<file path="src/sv/asc_pkg.sv">
// ----------------------------------------------------------------------------
// asc_pkg
// Shared types, constants and helpers for the static box contact scan.
// ----------------------------------------------------------------------------
package asc_pkg;

    // Number of static table slots
    localparam int ENTRIES = 16;
    localparam int IDX_W   = (ENTRIES > 1) ? $clog2(ENTRIES) : 1;

    // Field widths fixed by the interface
    localparam int POS_W  = 24;
    localparam int HALF_W = 22;
    localparam int TAG_W  = 8;
    localparam int SLOT_W = 4;
    localparam int NRM_W  = 2;
    localparam int FLG_W  = 4;

    // Internal arithmetic widths
    localparam int DIFF_W = POS_W + 1;   // centre difference
    localparam int PEN_W  = POS_W + 2;   // penetration depth, signed
    localparam int SUM_W  = HALF_W + 1;  // sum of two half sizes

    // Request action codes
    localparam logic ACT_LOAD  = 1'b0;
    localparam logic ACT_QUERY = 1'b1;

    // Side flag bit positions
    localparam int FLG_LEFT   = 0;
    localparam int FLG_RIGHT  = 1;
    localparam int FLG_TOP    = 2;
    localparam int FLG_BOTTOM = 3;

    // Normal codes
    localparam logic [NRM_W-1:0] NRM_POS  = 2'b01;
    localparam logic [NRM_W-1:0] NRM_NEG  = 2'b11;
    localparam logic [NRM_W-1:0] NRM_ZERO = 2'b00;

    // Commands from the controller to the datapath
    typedef struct packed {
        logic load;    // write table slot and send acknowledge
        logic query;   // latch query box, restart scan
        logic issue;   // read current slot into the test stage
        logic flush;   // empty the test stage
        logic sum;     // send the summary result
    } t_dp_cmd;

    // Status from the datapath to the controller
    typedef struct packed {
        logic out_free;   // output register can take a result this cycle
        logic scan_last;  // scan index is on the final slot
    } t_dp_sts;

    // Saturate a widened coordinate to the signed output range
    function automatic logic [POS_W-1:0] sat_pos(input logic signed [PEN_W-1:0] v);
        logic signed [PEN_W-1:0] hi;
        logic signed [PEN_W-1:0] lo;
        hi = PEN_W'(signed'({1'b0, {(POS_W-1){1'b1}}}));
        lo = -hi - PEN_W'(1);
        if (v > hi) begin
            sat_pos = {1'b0, {(POS_W-1){1'b1}}};
        end else if (v < lo) begin
            sat_pos = {1'b1, {(POS_W-1){1'b0}}};
        end else begin
            sat_pos = v[POS_W-1:0];
        end
    endfunction

endpackage

</file>
<file path="src/sv/asc_ctrl.sv">
// ----------------------------------------------------------------------------
// asc_ctrl
// Sequencer for load requests, the slot scan, pipeline flush and summary.
// ----------------------------------------------------------------------------
module asc_ctrl (
    input  logic              i_clk,
    input  logic              i_rst_n,
    input  logic              i_valid,
    input  logic              i_action,
    output logic              o_stall,
    input  asc_pkg::t_dp_sts  i_sts,
    output asc_pkg::t_dp_cmd  o_cmd
);

    typedef enum logic [3:0] {
        S_IDLE  = 4'b0001,
        S_SCAN  = 4'b0010,
        S_FLUSH = 4'b0100,
        S_SUM   = 4'b1000
    } t_state;

    t_state r_state;
    t_state n_state;

    always_ff @(posedge i_clk) begin
        if (!i_rst_n) begin
            r_state <= S_IDLE;
        end else begin
            r_state <= n_state;
        end
    end

    // A request is only taken when the output register can hold its result
    assign o_stall = !((r_state == S_IDLE) && i_sts.out_free);

    always_comb begin
        n_state = r_state;
        o_cmd   = '0;
        case (r_state)
            S_IDLE: begin
                if (i_valid && i_sts.out_free) begin
                    if (i_action == asc_pkg::ACT_LOAD) begin
                        o_cmd.load = 1'b1;
                    end else begin
                        o_cmd.query = 1'b1;
                        n_state     = S_SCAN;
                    end
                end
            end
            S_SCAN: begin
                if (i_sts.out_free) begin
                    o_cmd.issue = 1'b1;
                    if (i_sts.scan_last) begin
                        n_state = S_FLUSH;
                    end
                end
            end
            S_FLUSH: begin
                if (i_sts.out_free) begin
                    o_cmd.flush = 1'b1;
                    n_state     = S_SUM;
                end
            end
            S_SUM: begin
                if (i_sts.out_free) begin
                    o_cmd.sum = 1'b1;
                    n_state   = S_IDLE;
                end
            end
            default: begin
                n_state = S_IDLE;
            end
        endcase
    end

    a_issue_in_scan: assert property (@(posedge i_clk) disable iff (!i_rst_n)
        o_cmd.issue |-> (r_state == S_SCAN) && i_sts.out_free)
        else $error("scan issue outside scan or while output blocked");

    a_accept_only_idle: assert property (@(posedge i_clk) disable iff (!i_rst_n)
        (o_cmd.load || o_cmd.query) |-> !o_stall && i_valid)
        else $error("request used without handshake");

    a_sum_after_flush: assert property (@(posedge i_clk) disable iff (!i_rst_n)
        o_cmd.sum |-> $past(r_state) == S_FLUSH || $past(r_state) == S_SUM)
        else $error("summary without pipeline flush");

endmodule

</file>
<file path="src/sv/asc_dp.sv">
// ----------------------------------------------------------------------------
// asc_dp
// Box table, query registers, two-stage overlap test and output register.
// ----------------------------------------------------------------------------
module asc_dp (
    input  logic                                 i_clk,
    input  logic                                 i_rst_n,
    input  asc_pkg::t_dp_cmd                     i_cmd,
    output asc_pkg::t_dp_sts                     o_sts,
    input  logic [asc_pkg::SLOT_W-1:0]           i_entry_index,
    input  logic                                 i_entry_active,
    input  logic [asc_pkg::TAG_W-1:0]            i_body_id,
    input  logic signed [asc_pkg::POS_W-1:0]     i_pos_x,
    input  logic signed [asc_pkg::POS_W-1:0]     i_pos_y,
    input  logic [asc_pkg::HALF_W-1:0]           i_half_x,
    input  logic [asc_pkg::HALF_W-1:0]           i_half_y,
    input  logic                                 i_stall,
    output logic                                 o_valid,
    output logic [asc_pkg::TAG_W-1:0]            o_query_tag,
    output logic [asc_pkg::SLOT_W-1:0]           o_hit_entry,
    output logic signed [asc_pkg::POS_W-1:0]     o_delta_x,
    output logic signed [asc_pkg::POS_W-1:0]     o_delta_y,
    output logic signed [asc_pkg::NRM_W-1:0]     o_normal_x,
    output logic signed [asc_pkg::NRM_W-1:0]     o_normal_y,
    output logic signed [asc_pkg::POS_W-1:0]     o_contact_x,
    output logic signed [asc_pkg::POS_W-1:0]     o_contact_y,
    output logic [asc_pkg::FLG_W-1:0]            o_side_flags,
    output logic                                 o_last
);

    localparam int N   = asc_pkg::ENTRIES;
    localparam int IW  = asc_pkg::IDX_W;
    localparam int PW  = asc_pkg::POS_W;
    localparam int HW  = asc_pkg::HALF_W;
    localparam int DW  = asc_pkg::DIFF_W;
    localparam int EW  = asc_pkg::PEN_W;
    localparam int SW  = asc_pkg::SUM_W;
    localparam int FW  = asc_pkg::FLG_W;

    // Static box table
    logic signed [PW-1:0] r_tab_cx [N];
    logic signed [PW-1:0] r_tab_cy [N];
    logic [HW-1:0]        r_tab_hx [N];
    logic [HW-1:0]        r_tab_hy [N];
    logic [N-1:0]         r_tab_act;

    // Query box
    logic signed [PW-1:0]         r_qx;
    logic signed [PW-1:0]         r_qy;
    logic [HW-1:0]                r_qhx;
    logic [HW-1:0]                r_qhy;
    logic [asc_pkg::TAG_W-1:0]    r_tag;
    logic [IW-1:0]                r_idx;
    logic [FW-1:0]                r_flags;

    // Test stage
    logic                 r_a_vld;
    logic [IW-1:0]        r_a_idx;
    logic signed [EW-1:0] r_a_px;
    logic signed [EW-1:0] r_a_py;
    logic                 r_a_xneg;
    logic                 r_a_yneg;
    logic signed [PW-1:0] r_a_ex;
    logic signed [PW-1:0] r_a_ey;
    logic [HW-1:0]        r_a_ehx;
    logic [HW-1:0]        r_a_ehy;

    // Output register
    logic r_out_vld;

    logic                 out_free;
    logic                 slot_ok;
    logic [IW-1:0]        w_addr;

    logic signed [DW-1:0] dx;
    logic signed [DW-1:0] dy;
    logic [DW-1:0]        adx;
    logic [DW-1:0]        ady;
    logic [SW-1:0]        hsx;
    logic [SW-1:0]        hsy;
    logic signed [EW-1:0] n_px;
    logic signed [EW-1:0] n_py;

    logic                 hit;
    logic                 xsel;
    logic signed [EW-1:0] cx_wide;
    logic signed [EW-1:0] cy_wide;
    logic [PW-1:0]        pen_x;
    logic [PW-1:0]        pen_y;

    assign out_free        = !r_out_vld || !i_stall;
    assign o_sts.out_free  = out_free;
    assign o_sts.scan_last = (r_idx == IW'(N - 1));
    assign o_valid         = r_out_vld;

    assign slot_ok = (8'(i_entry_index) < 8'(N));
    assign w_addr  = IW'(i_entry_index);

    // Overlap depths for the slot under the scan index
    assign dx   = DW'(r_qx) - DW'(r_tab_cx[r_idx]);
    assign dy   = DW'(r_qy) - DW'(r_tab_cy[r_idx]);
    assign adx  = dx[DW-1] ? DW'(-dx) : DW'(dx);
    assign ady  = dy[DW-1] ? DW'(-dy) : DW'(dy);
    assign hsx  = SW'(r_qhx) + SW'(r_tab_hx[r_idx]);
    assign hsy  = SW'(r_qhy) + SW'(r_tab_hy[r_idx]);
    assign n_px = signed'(EW'(hsx)) - signed'(EW'(adx));
    assign n_py = signed'(EW'(hsy)) - signed'(EW'(ady));

    // Resolve on the axis of smaller penetration; a tie goes to y
    assign hit  = r_a_vld && (r_a_px > EW'(0)) && (r_a_py > EW'(0));
    assign xsel = (r_a_px < r_a_py);
    assign pen_x = r_a_px[PW-1:0];
    assign pen_y = r_a_py[PW-1:0];
    assign cx_wide = r_a_xneg ? (EW'(r_a_ex) - signed'(EW'(r_a_ehx)))
                              : (EW'(r_a_ex) + signed'(EW'(r_a_ehx)));
    assign cy_wide = r_a_yneg ? (EW'(r_a_ey) - signed'(EW'(r_a_ehy)))
                              : (EW'(r_a_ey) + signed'(EW'(r_a_ehy)));

    always_ff @(posedge i_clk) begin
        if (i_cmd.load && slot_ok) begin
            r_tab_cx[w_addr] <= i_pos_x;
            r_tab_cy[w_addr] <= i_pos_y;
            r_tab_hx[w_addr] <= i_half_x;
            r_tab_hy[w_addr] <= i_half_y;
        end
        if (i_cmd.query) begin
            r_qx  <= i_pos_x;
            r_qy  <= i_pos_y;
            r_qhx <= i_half_x;
            r_qhy <= i_half_y;
            r_tag <= i_body_id;
        end
        if (i_cmd.issue) begin
            r_a_idx  <= r_idx;
            r_a_px   <= n_px;
            r_a_py   <= n_py;
            r_a_xneg <= dx[DW-1];
            r_a_yneg <= dy[DW-1];
            r_a_ex   <= r_tab_cx[r_idx];
            r_a_ey   <= r_tab_cy[r_idx];
            r_a_ehx  <= r_tab_hx[r_idx];
            r_a_ehy  <= r_tab_hy[r_idx];
        end
        // Output payload
        if (i_cmd.load) begin
            o_query_tag  <= i_body_id;
            o_hit_entry  <= '0;
            o_delta_x    <= '0;
            o_delta_y    <= '0;
            o_normal_x   <= asc_pkg::NRM_ZERO;
            o_normal_y   <= asc_pkg::NRM_ZERO;
            o_contact_x  <= '0;
            o_contact_y  <= '0;
            o_side_flags <= '0;
            o_last       <= 1'b1;
        end else if (i_cmd.sum) begin
            o_query_tag  <= r_tag;
            o_hit_entry  <= '0;
            o_delta_x    <= '0;
            o_delta_y    <= '0;
            o_normal_x   <= asc_pkg::NRM_ZERO;
            o_normal_y   <= asc_pkg::NRM_ZERO;
            o_contact_x  <= '0;
            o_contact_y  <= '0;
            o_side_flags <= r_flags;
            o_last       <= 1'b1;
        end else if ((i_cmd.issue || i_cmd.flush) && hit) begin
            o_query_tag  <= r_tag;
            o_hit_entry  <= asc_pkg::SLOT_W'(r_a_idx);
            o_side_flags <= '0;
            o_last       <= 1'b0;
            if (xsel) begin
                o_delta_x   <= r_a_xneg ? PW'(-pen_x) : pen_x;
                o_delta_y   <= '0;
                o_normal_x  <= r_a_xneg ? asc_pkg::NRM_NEG : asc_pkg::NRM_POS;
                o_normal_y  <= asc_pkg::NRM_ZERO;
                o_contact_x <= asc_pkg::sat_pos(cx_wide);
                o_contact_y <= r_qy;
            end else begin
                o_delta_x   <= '0;
                o_delta_y   <= r_a_yneg ? PW'(-pen_y) : pen_y;
                o_normal_x  <= asc_pkg::NRM_ZERO;
                o_normal_y  <= r_a_yneg ? asc_pkg::NRM_NEG : asc_pkg::NRM_POS;
                o_contact_x <= r_qx;
                o_contact_y <= asc_pkg::sat_pos(cy_wide);
            end
        end
    end

    always_ff @(posedge i_clk) begin
        if (!i_rst_n) begin
            r_tab_act <= '0;
            r_idx     <= '0;
            r_flags   <= '0;
            r_a_vld   <= 1'b0;
            r_out_vld <= 1'b0;
        end else begin
            if (i_cmd.load && slot_ok) begin
                r_tab_act[w_addr] <= i_entry_active;
            end
            if (i_cmd.query) begin
                r_idx   <= '0;
                r_flags <= '0;
            end else if (i_cmd.issue) begin
                r_idx <= r_idx + IW'(1);
            end
            if ((i_cmd.issue || i_cmd.flush) && hit) begin
                if (xsel) begin
                    if (r_a_xneg) begin
                        r_flags[asc_pkg::FLG_RIGHT] <= 1'b1;
                    end else begin
                        r_flags[asc_pkg::FLG_LEFT] <= 1'b1;
                    end
                end else begin
                    if (r_a_yneg) begin
                        r_flags[asc_pkg::FLG_TOP] <= 1'b1;
                    end else begin
                        r_flags[asc_pkg::FLG_BOTTOM] <= 1'b1;
                    end
                end
            end
            if (i_cmd.issue) begin
                r_a_vld <= r_tab_act[r_idx];
            end else if (i_cmd.flush || i_cmd.query) begin
                r_a_vld <= 1'b0;
            end
            if (i_cmd.load || i_cmd.sum || ((i_cmd.issue || i_cmd.flush) && hit)) begin
                r_out_vld <= 1'b1;
            end else if (out_free) begin
                r_out_vld <= 1'b0;
            end
        end
    end

    a_summary_clean: assert property (@(posedge i_clk) disable iff (!i_rst_n)
        o_valid && o_last |-> (o_hit_entry == '0) && (o_delta_x == '0)
                              && (o_delta_y == '0) && (o_normal_x == asc_pkg::NRM_ZERO)
                              && (o_normal_y == asc_pkg::NRM_ZERO))
        else $error("summary carries hit data");

    a_hit_one_axis: assert property (@(posedge i_clk) disable iff (!i_rst_n)
        o_valid && !o_last |-> ((o_normal_x != asc_pkg::NRM_ZERO)
                               != (o_normal_y != asc_pkg::NRM_ZERO))
                               && (o_side_flags == '0))
        else $error("hit result without a single contact axis");

    a_no_overwrite: assert property (@(posedge i_clk) disable iff (!i_rst_n)
        r_out_vld && i_stall |=> r_out_vld)
        else $error("pending result dropped while stalled");

endmodule

</file>
<file path="src/sv/aabb_static_contact_scan.sv">
// ----------------------------------------------------------------------------
// aabb_static_contact_scan
// Static box table with per-query overlap scan and contact resolution.
// ----------------------------------------------------------------------------
// A load request writes one table slot and returns a single acknowledge with
// o_last set. A query request scans every slot in order, one overlap test per
// cycle while the output register is free, through a two-stage test
// pipeline, emits one result per overlapping active slot and closes with a
// summary carrying the side flags and o_last. Every slot is read through the
// single shared test stage. Requests are taken only between queries, and only
// while the output register can accept a result.
module aabb_static_contact_scan (
    input  logic                                 i_clk,
    input  logic                                 i_rst_n,
    input  logic                                 i_valid,
    output logic                                 o_stall,
    input  logic                                 i_action,
    input  logic [asc_pkg::SLOT_W-1:0]           i_entry_index,
    input  logic                                 i_entry_active,
    input  logic [asc_pkg::TAG_W-1:0]            i_body_id,
    input  logic signed [asc_pkg::POS_W-1:0]     i_pos_x,
    input  logic signed [asc_pkg::POS_W-1:0]     i_pos_y,
    input  logic [asc_pkg::HALF_W-1:0]           i_half_x,
    input  logic [asc_pkg::HALF_W-1:0]           i_half_y,
    output logic                                 o_valid,
    input  logic                                 i_stall,
    output logic [asc_pkg::TAG_W-1:0]            o_query_tag,
    output logic [asc_pkg::SLOT_W-1:0]           o_hit_entry,
    output logic signed [asc_pkg::POS_W-1:0]     o_delta_x,
    output logic signed [asc_pkg::POS_W-1:0]     o_delta_y,
    output logic signed [asc_pkg::NRM_W-1:0]     o_normal_x,
    output logic signed [asc_pkg::NRM_W-1:0]     o_normal_y,
    output logic signed [asc_pkg::POS_W-1:0]     o_contact_x,
    output logic signed [asc_pkg::POS_W-1:0]     o_contact_y,
    output logic [asc_pkg::FLG_W-1:0]            o_side_flags,
    output logic                                 o_last
);

    asc_pkg::t_dp_cmd cmd;
    asc_pkg::t_dp_sts sts;

    asc_ctrl u_ctrl (
        .i_clk    (i_clk),
        .i_rst_n  (i_rst_n),
        .i_valid  (i_valid),
        .i_action (i_action),
        .o_stall  (o_stall),
        .i_sts    (sts),
        .o_cmd    (cmd)
    );

    asc_dp u_dp (
        .i_clk          (i_clk),
        .i_rst_n        (i_rst_n),
        .i_cmd          (cmd),
        .o_sts          (sts),
        .i_entry_index  (i_entry_index),
        .i_entry_active (i_entry_active),
        .i_body_id      (i_body_id),
        .i_pos_x        (i_pos_x),
        .i_pos_y        (i_pos_y),
        .i_half_x       (i_half_x),
        .i_half_y       (i_half_y),
        .i_stall        (i_stall),
        .o_valid        (o_valid),
        .o_query_tag    (o_query_tag),
        .o_hit_entry    (o_hit_entry),
        .o_delta_x      (o_delta_x),
        .o_delta_y      (o_delta_y),
        .o_normal_x     (o_normal_x),
        .o_normal_y     (o_normal_y),
        .o_contact_x    (o_contact_x),
        .o_contact_y    (o_contact_y),
        .o_side_flags   (o_side_flags),
        .o_last         (o_last)
    );

endmodule

</file>
<file path="config.mk">
export PLATFORM = sky130hd
export DESIGN_NAME = aabb_static_contact_scan
export DESIGN_NICKNAME = d
export VERILOG_FILES = /design/src/sv/asc_pkg.sv /design/src/sv/asc_ctrl.sv /design/src/sv/asc_dp.sv /design/src/sv/aabb_static_contact_scan.sv
export SDC_FILE = /design/constraint.sdc
export NUM_CORES = 2
export LEC_CHECK = 0
export BUFFER_PORTS_ARGS = -buffer_cell sky130_fd_sc_hd__buf_2
export CAP_MARGIN = 5
export CORE_ASPECT_RATIO = 0.8
export CORE_MARGIN = 2
export CORE_UTILIZATION = 50
export DETAILED_ROUTE_END_ITERATION = 8
export PLACE_DENSITY = 0.68
export SETUP_SLACK_MARGIN = 0.4
export SYNTH_ARGS = -nofsm -noshare
export SYNTH_HDL_FRONTEND = slang
export SYNTH_SLANG_ARGS = --single-unit
</file>
<file path="constraint.sdc">
create_clock -name i_clk -period 54.7 [get_ports i_clk]
set_input_delay 2.735 -clock i_clk [delete_from_list [all_inputs] [get_ports i_clk]]
set_output_delay 2.735 -clock i_clk [all_outputs]
set_load 0.05 [all_outputs]
</file>
# Word-level counts from Yosys, hierarchy flattened
# Memories as Yosys holds them, arrays and structs flattened. A register that Yosys moved wholly into a read port is not among the register bits.
# Index checks and enable logic that the tools add are counted.
totals:
  latchBits: 0
  n_memories: 4
  word_cells: 157
  out_inout_bits: 119
  mem_bits_ro: 0
  ram_bits: 1472
  register_bits: 397
memory_table:
  columns: ["name", "depth", "word_bits", "rd", "rd_clocked_by_memory_dff", "wr", "line", "text"]
  rows:
  - ["u_dp.r_tab_cx", 16, 24, 1, 1, 1, "asc_dp.sv:41", "logic signed [PW-1:0] r_tab_cx [N];"]
  - ["u_dp.r_tab_cy", 16, 24, 1, 1, 1, "asc_dp.sv:42", "logic signed [PW-1:0] r_tab_cy [N];"]
  - ["u_dp.r_tab_hx", 16, 22, 1, 1, 1, "asc_dp.sv:43", "logic [HW-1:0] r_tab_hx [N];"]
  - ["u_dp.r_tab_hy", 16, 22, 1, 1, 1, "asc_dp.sv:44", "logic [HW-1:0] r_tab_hy [N];"]
classes:
  n_shift: 0
  n_lt_le_gt_ge: 10
  n_mul: 0
  addsub: 15
  n_mux: 65
  div: 0
  n_eq_ne: 11
  n_reduce_logical: 21
  bitwise: 1
op_table:
  columns: ["op", "n"]
  rows:
  - ["two-way mux 24 bit", 10]
  - ["two-way mux 4 bit", 18]
  - ["greater-than comparator 26 x 1 -> 1 bit, second input constant", 2]
  - ["greater-than comparator 26 x 24 -> 1 bit, second input constant", 2]
  - ["< comparator 26 x 24 -> 1 bit, second input constant", 2]
  - ["two-way mux 26 bit", 2]
  - ["subtractor 23 x 25 -> 26 bit", 2]
  - ["adder 24 x 23 -> 25 bit", 2]
  - ["two-way mux 25 bit", 2]
  - ["negator 25 bit", 2]
  - ["subtractor 24 x 23 -> 25 bit", 2]
  - ["subtractor 24 x 24 -> 25 bit", 2]
  - ["negator 24 bit", 2]
  - ["adder 22 x 22 -> 23 bit", 2]
  - ["< comparator 26 bit", 1]
  - ["two-way mux 8 bit", 3]
  - ["two-way mux 1 bit", 18]
  - ["bitwise mux 16 bit", 1]
  - ["two-way mux 2 bit", 8]
  - ["one-hot mux 4 bit (4 select lines)", 1]
  - ["< comparator 4 x 5 -> 1 bit, second input constant", 2]
  - ["equality test 4 bit, second input constant", 2]
  - ["logical AND 1 bit", 6]
  - ["!= test 2 x 1 -> 1 bit, second input constant", 3]
  - ["other kinds (15)", 26]

# Depth between registers and ports, before layout
logic_depth:
  ltp_word: 9
  mapped_depth: 34

# Cells and area by module
# A second synthesis with hierarchy kept.
hier_totals:
  cells_unflattened: 4649
  hier_area_um2: 80674.9
by_module_without_submodules:
  columns: ["module", "cells_per_inst", "instances", "area_each_um2", "seq_area_each_um2"]
  rows:
  - ["asc_dp", 4620, 1, 80419.6, 54732.5]
  - ["asc_ctrl", 29, 1, 255.2, 80.1]

# Worst setup path after synthesis
# Ideal clock, no wire load.
synth_timing:
  path_type: "input to register"
  from: "in i_stall"
  to: "reg (tool-made name)"
  path_stages: 5
  arrival_ns: 18.932
  path_buffers: 0
  t_required_ns: 54.629
  path_slack_ns: 35.697
  path_cell_list: "and2_1 nor4_1 nand4_1 xor2_1 nor2_1"
synth_lines:
  columns: ["element", "line", "text"]
  rows:
  - ["start, declared", "aabb_static_contact_scan.sv:26", "input logic i_stall,"]

==> impl_metrics.py <==
metrics = {
    "status": {
        "status": "finished clean",
    },
    "global_routing": {
        "track_usage_pct": 25.66,
        "grt_antenna_before_repair": 20,
        "grt_overflow": 0,
        "grt_pass1_vias": 42930,
        "grt_pass1_wl_um": 302800,
        "grt_start_max_net_pins": 156,
    },
    "yosys": {
        "ys_seq_area_share_pct": 68.29,
        "synth_area_um2": 80270,
        "synthTopCellsByCount": "edfxtp_1 (1730), mux4_2 (465), nand2_1 (240)",
        "syn_nets": 4939,
        "synth_cells": 4605,
        "synth.most_common_cell": "edfxtp_1",
        "yosysTopAreaCellShare_pct": 64.72,
        "async_flop_share_pct": 0,
        "synth-edff-count": 1730,
        "ys.flop_type": "edfxtp_1",
        "yosys_warnings": 0,
        "avgSynthCellArea_um2": 17.43,
        "ys_top_cells_by_area": "edfxtp_1 (65%), mux4_2 (13%), dfxtp_1 (3.6%)",
        "ys_seq_elements": 1873,
        "ys_types": 86,
        "yosysTopAreaCell": "edfxtp_1",
    },
    "placed_design": {
        "gp_congestion": 0.9084,
        "place_area_um2": 84180,
        "numPortBuffers": 228,
        "post-dp-hpwl_um": 125400,
    },
    "sta": {
        "slew_violations": 0,
        "relSlewSlack_pct": 20.06,
        "max_freq_mhz": 95.94,
        "setup_viol": 0,
        "hold_viol": 0,
        "rsz0062_at_grt": "false",
        "finalClockSkew_ns": 0.02905,
        "worst_slew_pin_slew_ns": 1.196,
        "timing.final.crit_period_ns": 10.42,
        "fin_crit_sh_pct": 19.05,
        "tns_ns": 0,
    },
    "route": {
        "drc_errors": 0,
        "drtIter0Drc": 5540,
        "first_pass_iters": 6,
        "antenna_left": 0,
        "via_per_inst": 6.149,
        "wire_per_inst_um": 29.19,
        "wl_um": 209800,
        "vias": 44190,
    },
    "job": {
        "cap_violations": 0,
    },
    "clock_network": {
        "cts_buffers": 179,
        "clockRootBuffer": "clkbuf_16",
        "cts_tree": "yes",
        "cts_sinks": 1873,
        "clockBufferDepth": 3,
        "htree_levels": 4,
        "cts.reportedPaths.clkPinSlew_ns": 0.07,
        "cts-hold-fix-buffers": 0,
        "post_cts_resized": 0,
        "clkLatencyLatePin_ns": 0.83,
        "post_cts_buffers": 0,
    },
    "pwr": {
        "p_leak_uw": 0.02962,
        "power_density_nw_per_um2": 34.04,
        "irDropWorstVdd_v": 0.00003692,
        "p_total_uw": 3061,
    },
    "die": {
        "die_area_um2": 163800,
        "die-width_um": 452.0,
        "io_pins": 229,
        "core-area_um2": 159500,
        "initial_core_util_pct": 50.33,
        "die_h_um": 362.4,
        "rows": 131,
    },
    "setup_path": {
        "endpoint_kind": "flip-flop",
        "worst-path-buf-inv": 6,
        "crit_family": "buffers and inverters",
        "critPathMaxStageDelay_ns": 0.86,
        "cp_max_fo": 97,
        "required_ns": 55.27,
        "crit_type": "reg2reg",
        "slowest_stage": "buf_4",
        "arrival_ns": 10.99,
        "worstSetupStartpointType": "flip-flop",
    },
    "layout": {
        "fin_util_pct": 56.39,
        "multiInputGateArea_um2": 24370,
        "fin_nets": 5234,
        "seqCellArea_um2": 54830,
        "drive_above_1_share_pct": 21.27,
        "area_growth_pct": 12.03,
        "n_fill_cell": 12070,
        "final_area_um2": 89930,
    },
    "min_path": {
        "hp-class": "reg2reg",
        "min_from": "u_dp.o_normal_x[1]",
    },
}
==> metal layers <==
metal | global-route usage [%] | vias up | share of wire, %
met4 | 7.030 | 18 | 2.6
met1 | 35.84 | 23010 | 41
met2 | 41.83 | 1847 | 49
met3 | 4.582 | 315 | 7.4
li1 | - | 19010 | -
met5 | 0 | - | 0.058
==> report_power, final <==
group	total, µW	internal (µW)	switching [µW]
combinational	248	95.1	153
sequential	1600	1590	9.00
clock	1220	682	535
total	3060	2360	697
==> worst min-delay path, stage by stage (launching register included) <==
cell     delay, ns
dfxtp_1       0.31
nand2_1       0.05
nand2_1       0.04
==> registers in the layout, summed over array words and instances, names as in the netlist, 26 cells and up, named ones only <==
name,flops
u_dp.r_tab_cx,384
u_dp.r_tab_cy,384
u_dp.r_tab_hx,352
u_dp.r_tab_hy,352
u_dp.r_a_px,26
u_dp.r_a_py,26
==> final timing paths <==
path,endpoint,slack (ns),cells after the start
worst max-delay path,u_dp.r_a_px[23],44.28,29
worst min-delay path,u_dp.o_normal_x[1],0.44,2
worst max register to register,u_dp.r_a_px[23],44.28,29
worst min register to register,u_dp.o_normal_x[1],0.44,2
==> cells by family (layout without fill, tap and decap cells) <==
group                      count (synthesis)  after routing  synth area share (%)
DFF                                     1873           1873                 68.29
and+or+nand+nor                          753            753                 4.545
AOI/OAI and AO/OA                        702            702                 5.725
muxes                                    480            480                 13.24
buffers and inverters                    324            769                 1.540
xor gates and xnor gates                 244            244                 2.662
adders and majority gates                229            229                 4.003
other                                      0              9                     0
==> cell type report <==
class | count | area share, %
multi-input cells | 2408 | 27.10
repair buffers | 290 | 1.953
clock buffers | 241 | 5.481
inverters | 148 | 0.6206
clock inverters | 90 | 0.8849
well taps | 2128 | 2.961
flip-flops and latches | 1873 | 60.97
diodes | 9 | 0.02504
==> per-stage QoR <==
stage | setup WS, ns | cells | hold slack [ns]
floorplan | 35.70 | 4605 | 0.4064
global placement | 44.13 | 6847 | 0.4290
detailed placement | 44.15 | 6847 | 0.4332
CTS | 44.11 | 7178 | 0.4435
global route | 43.27 | 7180 | 0.4697
finish | 44.28 | 7187 | 0.4420
==> layout by cell type, fill, tap and decap left out, types with 21 or more instances in the layout <==
cell,Yosys,routed
a21o_1,64,64
a21oi_1,175,174
a221o_1,22,22
a31oi_1,21,21
and2_1,25,25
buf_2,7,228
buf_4,1,50
clkbuf_1,127,46
clkbuf_16,0,184
clkinv_1,1,30
clkinv_2,0,29
dfxtp_1,143,139
edfxtp_1,1730,1730
fa_1,48,48
ha_1,176,176
inv_1,147,146
mux4_2,465,465
nand2_1,240,240
nand2b_1,35,35
nand3_1,45,45
nor2_1,174,160
nor2b_1,35,35
nor3_1,64,60
o21a_1,31,31
o21ai_0,181,181
or3_1,21,21
xnor2_1,157,157
xor2_1,87,87
Power figures use the tool's default switching activity.
